`src/rtl/core/aalti_pkg.sv`:
```
`timescale 1ns / 1ps
package aalti_pkg;

    localparam int TABLE_DEPTH_DEF = 1024;
    localparam int VALUE_WIDTH_DEF = 32;

    localparam int IDX_W      = 10;
    localparam int SEG_W      = 10;
    localparam int CNT_W      = 11;
    localparam int CFG_IDX_W  = 2;
    localparam int CFG_DATA_W = 11;
    localparam int Q_W        = 58;
    localparam int Y_W        = 60;
    localparam int Q_CAP_BIT  = 56;

    localparam int DEG90  = 90 * 65536;
    localparam int DEG180 = 180 * 65536;
    localparam int DEG360 = 360 * 65536;

    localparam logic [CFG_IDX_W-1:0] CFG_ENTRY_COUNT = 2'd0;
    localparam logic [CFG_IDX_W-1:0] CFG_INTERP_MODE = 2'd1;

    localparam logic CMD_LOAD  = 1'b0;
    localparam logic CMD_QUERY = 1'b1;

    localparam logic ST_OK    = 1'b0;
    localparam logic ST_EMPTY = 1'b1;

    typedef enum logic [1:0] {
        MODE_PLAIN   = 2'd0,
        MODE_LON     = 2'd1,
        MODE_LAT     = 2'd2,
        MODE_HEADING = 2'd3
    } t_mode;

endpackage

```
`src/rtl/core/aalti_muldiv.sv`:
```
`timescale 1ns / 1ps
module aalti_muldiv
    import aalti_pkg::*;
#(
    parameter int DW = 34
)
(
    input  logic                  i_clk,
    input  logic                  i_rst_n,
    input  logic                  i_start,
    input  logic signed [DW-1:0]  i_a,
    input  logic signed [DW-1:0]  i_b,
    input  logic signed [DW-1:0]  i_d,
    output logic                  o_done,
    output logic signed [Q_W-1:0] o_quot
);
    localparam int PW  = 2 * DW;
    localparam int CW  = (PW > Q_CAP_BIT + 1) ? PW : Q_CAP_BIT + 1;
    localparam int NCW = $clog2(PW + 1);

    typedef enum logic [2:0] {
        U_IDLE = 3'b001,
        U_MUL  = 3'b010,
        U_DIV  = 3'b100
    } t_ustate;

    t_ustate         r_state;
    logic [NCW-1:0]  r_cnt;
    logic [PW-1:0]   r_acc;
    logic [PW-1:0]   r_mcand;
    logic [DW-1:0]   r_mplier;
    logic [DW-1:0]   r_dm;
    logic [DW-1:0]   r_rem;
    logic            r_neg;
    logic            r_done;
    logic [DW:0]     rem_sh;
    logic [DW:0]     rem_sub;
    logic            rem_ge;
    logic [CW-1:0]   q_ext;
    logic [CW-1:0]   q_cap;
    logic [Q_W-1:0]  q_mag;

    function automatic logic [DW-1:0] mag(input logic signed [DW-1:0] v);
        return v[DW-1] ? DW'(-v) : DW'(v);
    endfunction

    assign rem_sh  = {r_rem, r_acc[PW-1]};
    assign rem_sub = rem_sh - {1'b0, r_dm};
    assign rem_ge  = !rem_sub[DW];

    always_ff @(posedge i_clk) begin
        if (!i_rst_n) begin
            r_state <= U_IDLE;
            r_done  <= 1'b0;
        end else begin
            r_done <= 1'b0;
            unique case (r_state)
                U_IDLE: begin
                    if (i_start) begin
                        r_state  <= U_MUL;
                    end
                end
                U_MUL: begin
                    if (r_cnt == NCW'(DW - 1)) begin
                        r_state <= U_DIV;
                    end
                end
                U_DIV: begin
                    if (r_cnt == NCW'(PW - 1)) begin
                        r_state <= U_IDLE;
                        r_done  <= 1'b1;
                    end
                end
                default: r_state <= U_IDLE;
            endcase
        end
    end

    always_ff @(posedge i_clk) begin
        unique case (r_state)
            U_IDLE: begin
                if (i_start) begin
                    r_acc    <= '0;
                    r_mcand  <= PW'(mag(i_a));
                    r_mplier <= mag(i_b);
                    r_dm     <= mag(i_d);
                    r_neg    <= (i_a[DW-1] ^ i_b[DW-1]) ^ i_d[DW-1];
                    r_cnt    <= '0;
                end
            end
            U_MUL: begin
                r_acc    <= r_acc + (r_mplier[0] ? r_mcand : '0);
                r_mcand  <= {r_mcand[PW-2:0], 1'b0};
                r_mplier <= r_mplier >> 1;
                if (r_cnt == NCW'(DW - 1)) begin
                    r_cnt <= '0;
                    r_rem <= '0;
                end else begin
                    r_cnt <= r_cnt + 1'b1;
                end
            end
            U_DIV: begin
                r_rem <= rem_ge ? rem_sub[DW-1:0] : rem_sh[DW-1:0];
                r_acc <= {r_acc[PW-2:0], rem_ge};
                r_cnt <= r_cnt + 1'b1;
            end
            default: r_cnt <= '0;
        endcase
    end

    always_comb begin
        q_ext = CW'(r_acc);
        q_cap = CW'(1) << Q_CAP_BIT;
        if (q_ext > q_cap) begin
            q_ext = q_cap;
        end
        q_mag  = Q_W'(q_ext[Q_CAP_BIT:0]);
        o_quot = r_neg ? $signed(-q_mag) : $signed(q_mag);
    end

    assign o_done = r_done;

endmodule

```
`config.mk`:
```
export PLATFORM = sky130hd
export DESIGN_NAME = aalti_muldiv
export DESIGN_NICKNAME = d
export VERILOG_FILES = /design/src/rtl/core/aalti_pkg.sv /design/src/rtl/core/aalti_muldiv.sv
export SDC_FILE = /design/constraint.sdc
export NUM_CORES = 1
export LEC_CHECK = 0
export ABC_CLOCK_PERIOD_IN_PS = 5550
export BUFFER_PORTS_ARGS = -buffer_cell sky130_fd_sc_hd__buf_2
export CAP_MARGIN = 0
export CORE_MARGIN = 1
export CORE_UTILIZATION = 50
export DETAILED_ROUTE_END_ITERATION = 12
export PLACE_DENSITY = 0.82
export SLEW_MARGIN = 20
export SYNTH_ARGS = -nofsm -noshare
export SYNTH_HDL_FRONTEND = slang
export SYNTH_SLANG_ARGS = --single-unit
```
`constraint.sdc`:
```
create_clock -name i_clk -period 5.55 [get_ports i_clk]
set_input_delay 0 -clock i_clk [delete_from_list [all_inputs] [get_ports i_clk]]
set_output_delay 0 -clock i_clk [all_outputs]
set_load 0.02 [all_outputs]
```
### Yosys cells after proc, flatten, opt, wreduce, memory -nomap -nowiden

Cells that the tools add are included.

* logic and storage cells: 61
* bits in registers: 250
* memories kept: 0
* bits of input ports: 105
* memory bits (read-only): 0
* latch bits: 0
* output and inout bits: 59
* RAM bits: 0

* $add $sub $neg: 7
* multiplexer cells: 23
* bitwise gates (word level): 2
* divide/modulo/power cells: 0
* reduce and logical (&&, ||, !) cells: 10
* $lt $le $gt $ge: 1
* shifts and indexed selects: 0
* multipliers: 0
* equality and inequality tests: 8

Operator list (number)
* 2-to-1 mux 68 bit: 3
* case mux 68 bit (3 select lines): 1
* 2-to-1 mux 34 bit: 5
* case mux 34 bit (2 select lines): 2
* case mux 68 bit (2 select lines): 1
* negator 34 bit: 3
* adder 68 bit: 1
* greater-than comparator 68 x 57 -> 1 bit, second input constant: 1
* 2-to-1 mux 58 bit: 1
* negator 57 -> 58 bit: 1
* 2-to-1 mux 57 bit: 1
* subtractor 35 x 34 -> 35 bit: 1
* 2-to-1 mux 33 bit: 1
* case mux 7 bit (3 select lines): 1
* 2-to-1 mux 7 bit: 2
* AND reduction 2 bit: 5
* 2-to-1 mux 3 bit: 3
* case mux 3 bit (3 select lines): 1
* adder 7 x 1 -> 7 bit, second input constant: 1
* equality test 7 x 6 -> 1 bit, second input constant: 1
* equality test 7 bit, second input constant: 1
* != test 2 bit, second input constant: 3
* nonzero test 2 bit: 2
* equality test 3 x 1 -> 1 bit, second input constant: 1
* 7 further kinds: 8

### Logic depth before layout (Yosys ltp)

* depth after elaboration: 4
* mapped depth: 17
* gate-level depth less buffers: 15

### Least setup slack after synthesis

No wires, ideal clock.

* path kind: flip-flop to flip-flop
* start point: reg r_state[1]
* end point: reg r_acc[0], enable pin
* cell stages (with the launch flop): 4
* setup time: 429 ps
* data required time: 5121 ps
* path buffers: 0
* setup slack: 182 ps
* clock period less this slack: 5368 ps
* arrival time: 4939 ps
* cells stage by stage: dfxtp_1 > nand2b_1 > nor3b_1 > or3_1

* word-level cells in the longest chain between the ends: 3
* elaborated cells between the ends (all ways): 6
* those cells by class: eq/ne (4); reduce/logical (2)

RTL lines
* start, declared: RTL line aalti_muldiv.sv:27 `t_ustate r_state;`
* start signal, assigned: RTL line aalti_muldiv.sv:53 `r_state <= U_IDLE;`
* start signal, assigned: RTL line aalti_muldiv.sv:60 `r_state <= U_MUL;`
* start signal, assigned: RTL line aalti_muldiv.sv:65 `r_state <= U_DIV;`
* equality test 3 x 1 -> 1 bit (tied with other cells): RTL line aalti_muldiv.sv:80 `unique case (r_state)`
* != test 2 bit (no source line) / nonzero test 3 bit (equally long branches)
* AND reduction 2 bit (no source line) *
* end signal, assigned: RTL line aalti_muldiv.sv:92 `r_acc <= r_acc + (r_mplier[0] ? r_mcand : '0);`
* end signal, assigned: RTL line aalti_muldiv.sv:104 `r_acc <= {r_acc[PW-2:0], rem_ge};`
* end, declared: RTL line aalti_muldiv.sv:29 `logic [PW-1:0] r_acc;`

Every way passes the cells marked *; elsewhere a longest branch is shown, timed or not.
A chain may end at the register's enable or synchronous reset.

### Final worst setup path

* start point: reg r_acc[2]
* end point: out o_quot[44]

* word-level cells in the longest chain between the ends: 4

RTL lines
* greater-than comparator 68 x 57 -> 1 bit: RTL line aalti_muldiv.sv:114 `if (q_ext > q_cap) begin`
* 2-to-1 mux 57 bit *: RTL line aalti_muldiv.sv:114
* negator 57 -> 58 bit: RTL line aalti_muldiv.sv:118 `o_quot = r_neg ? $signed(-q_mag) : $signed(q_mag);`
* 2-to-1 mux 58 bit *: RTL line aalti_muldiv.sv:118
* end, declared: RTL line aalti_muldiv.sv:15 `output logic signed [Q_W-1:0] o_quot`

Marks and branches as above.

==> summary.txt <==
Worst Setup SP -> r_acc[2]
Main synth FF type -> edfxtp_1
Synth top area cells -> edfxtp_1, ha_1, o21ai_0
CP Capture Type -> output pin
Num rows -> 72
Via density -> 5.96
Initial antenna violation count -> 15
Max frequency -> 194 MHz
RSZ-0062 raised after global routing -> false
Reg2Reg Setup Slack -> 0.51 ns
Post-synth EDFFs -> 246
Fillcell total -> 3245
Reg2Reg Capture Point -> r_acc[64]
Clk sink count -> 250
Leakage -> 9.11 nW
Iteration-0 DRC Markers -> 1472
Period utilization -> 0.928
Die height -> 200 µm
Setup TNS -> 0 ns
Global-route wire length before repair -> 88.8 mm
Syn nets -> 2435
PortBufs -> 163
RD Place Congestion -> 0.976
Area leader, netlist -> edfxtp_1
Hold Vio Cnt, Final -> 0
Buf/Inv on CP -> 2
Max VDD drop -> 0.000222 V
Most frequent cells after synthesis -> nand2_1, edfxtp_1, o21ai_0
Top-level port count -> 164
Delay-heaviest family, CP -> simple AND/OR/NAND/NOR gates
Yosys top cell area share -> 0.375
Residual DRC count -> 0
Slowest stage delay, CP -> 0.56 ns
Die area -> 0.0402 mm²
CTS max path bufs -> 3
Worst-path clk slew -> 0.06 ns
Vias in the first global route -> 17400
GRT Residual Overflow -> 0
Vias -> 18000
Final Skew -> 0.0228 ns
Area occupied by multi-input gates -> 0.0116 mm²
Count leader, synth -> nand2_1
Slew Limit Fails -> 0
Crit-path max FO -> 18
Core Box Area -> 0.0387 mm²
Hold Crit Endpoint -> r_neg
Worst slew pin tran -> 1.01 ns
Ys Warns -> 0
ANT nets after route -> 0
Nets@finish -> 2682
Gr usage total -> 0.268
FF/Latch Area -> 0.00747 mm²
Rel. slew slack -> 0.325
CTS tree -> done
Final HPWL DP -> 38.7 mm
CP cell instances -> or4_1, nor3_1, nand2_1, or3_1, nor3_1, nand4b_1, a21oi_4, nand2_1, ha_2, inv_1, or4_1, a211o_1, or3_1, a21oi_1, a311oi_1, buf_2
Req. time, crit path -> 5.55 ns
Worst setup SP type -> flop
R2r startpoint -> r_mplier[0]
Routed wire per std cell -> 18.3 µm
Final Critical Period -> 5.15 ns
Synth Register Bits -> 250
CTS H-tree lvls -> 1
Post-Syn Area -> 0.0197 mm²
Fraction of registers with async set/reset -> 0
Area grow syn2layout -> 18.1%
Netlist cell types -> 75
Status -> completed
Crit path kind -> reg -> out
Max stage delay cell, worst path -> or4_1
Largest net degree at the start of global routing -> 174
Max-Cap Viols -> 0
R2R depth -> 15
Clock Latency Late Sink -> 0.57 ns
DR pass1 iterations -> 5
Critical path arrival -> 5.15 ns
Min-delay src -> i_d[33]
Worst hold path type -> in -> reg
Min Hold Slack -> 0.0751 ns
CTS Buf Count -> 28
Post-Synthesis Cells -> 2221
Setup violators final -> 0
Register area share after synthesis -> 0.379
Initial Util -> 0.508
PD cells -> 264 mW/mm²
Mean Syn Cell Area -> 8.86 µm²
Number of cells on the worst hold path -> 2
Layout cell share with drive strength beyond 1 -> 0.107
Clk root buf -> clkbuf_16
Die width -> 200 µm
Final wirelength -> 55.2 mm
==> registers in the layout, summed over array words and instances (netlist names) <==
name / cells
o_done: 1
r_acc: 68
r_cnt: 7
r_dm: 34
r_mcand: 68
r_mplier: 34
r_neg: 1
r_rem: 34
r_state: 3
==> cell usage in the layout (no fill, tap or decap), drive strengths merged, types with 96 or more instances in the layout <==
cell           n
nand2        289
edfxtp       246
xnor2         96
buf          186
nor2         134
xor2         129
ha           107
o21ai        230
and2         110
dlygate4sd3  130
a21oi        131
==> cell families (layout without fill, tap and decap cells) <==
logic type	after synthesis	after routing	share of synthesized area
mux	34	34	0.0174
flops	250	250	0.379
compound gates	620	620	0.196
simple gates	803	803	0.203
other cells	0	7	0
xor+xnor	225	225	0.100
fa+ha+maj	109	109	0.0700
buf+inv	180	448	0.0345
==> metrics by stage <==
step | util | total power [mW] | worst slack, ns | cell area [µm²] | std cells
after floorplan | - | 3.70 | 0.182 | 19700 | 2221
after global placement | 0.542 | 4.13 | 0.568 | 21000 | 2826
after detailed placement | 0.542 | 4.18 | 0.365 | 21000 | 2826
after CTS | 0.600 | 6.12 | 0.253 | 23200 | 3007
after global routing | 0.600 | 6.43 | 0.0474 | 23300 | 3011
final | 0.600 | 6.15 | 0.398 | 23300 | 3014
==> worst max path at each step <==
stage                       endpoint  slack (ns)  cells past startpoint
after floorplan             r_acc[0]        0.18                      3
after CTS                 o_quot[44]        0.25                     16
final                     o_quot[44]        0.40                     16
after global routing      o_quot[46]        0.05                     16
after detailed placement   r_acc[64]        0.37                     15
after global placement     r_acc[64]        0.57                     15
==> power by group <==
group	internal [mW]	total, mW	leakage [nW]	switching [mW]
clock network	1.11	1.87	0.446	0.759
registers	2.34	2.51	2.34	0.177
logic	0.722	1.77	6.32	1.05
total	4.17	6.15	9.11	1.98
==> repair_timing <==
item | 4_1_cts | 5_1_grt
setup endpoints to repair | 0 | 10
gates resized for setup | 0 | 3
endpoints found under the hold margin | 108 | 0
hold buffers | 130 | 0
buffers inserted | 0 | 0
==> layer usage <==
metal	wire [µm]	global-route usage	part of all wire
met1	23600	0.353	0.43
met2	25600	0.449	0.46
met3	4420	0.0442	0.080
met4	1480	0.0889	0.027
met5	103	0	0.0019
==> layout make-up <==
class,instances,area share
Inverter,81,0.0131
Timing Repair Buffer,316,0.0995
Multi-Input combinational cell,1791,0.499
Sequential cell,250,0.321
Clock buffer,35,0.0313
Antenna cell,7,0.000753
Clock inverter,16,0.00791
Tap cell,518,0.0279
(Power assumes the default switching activity.)
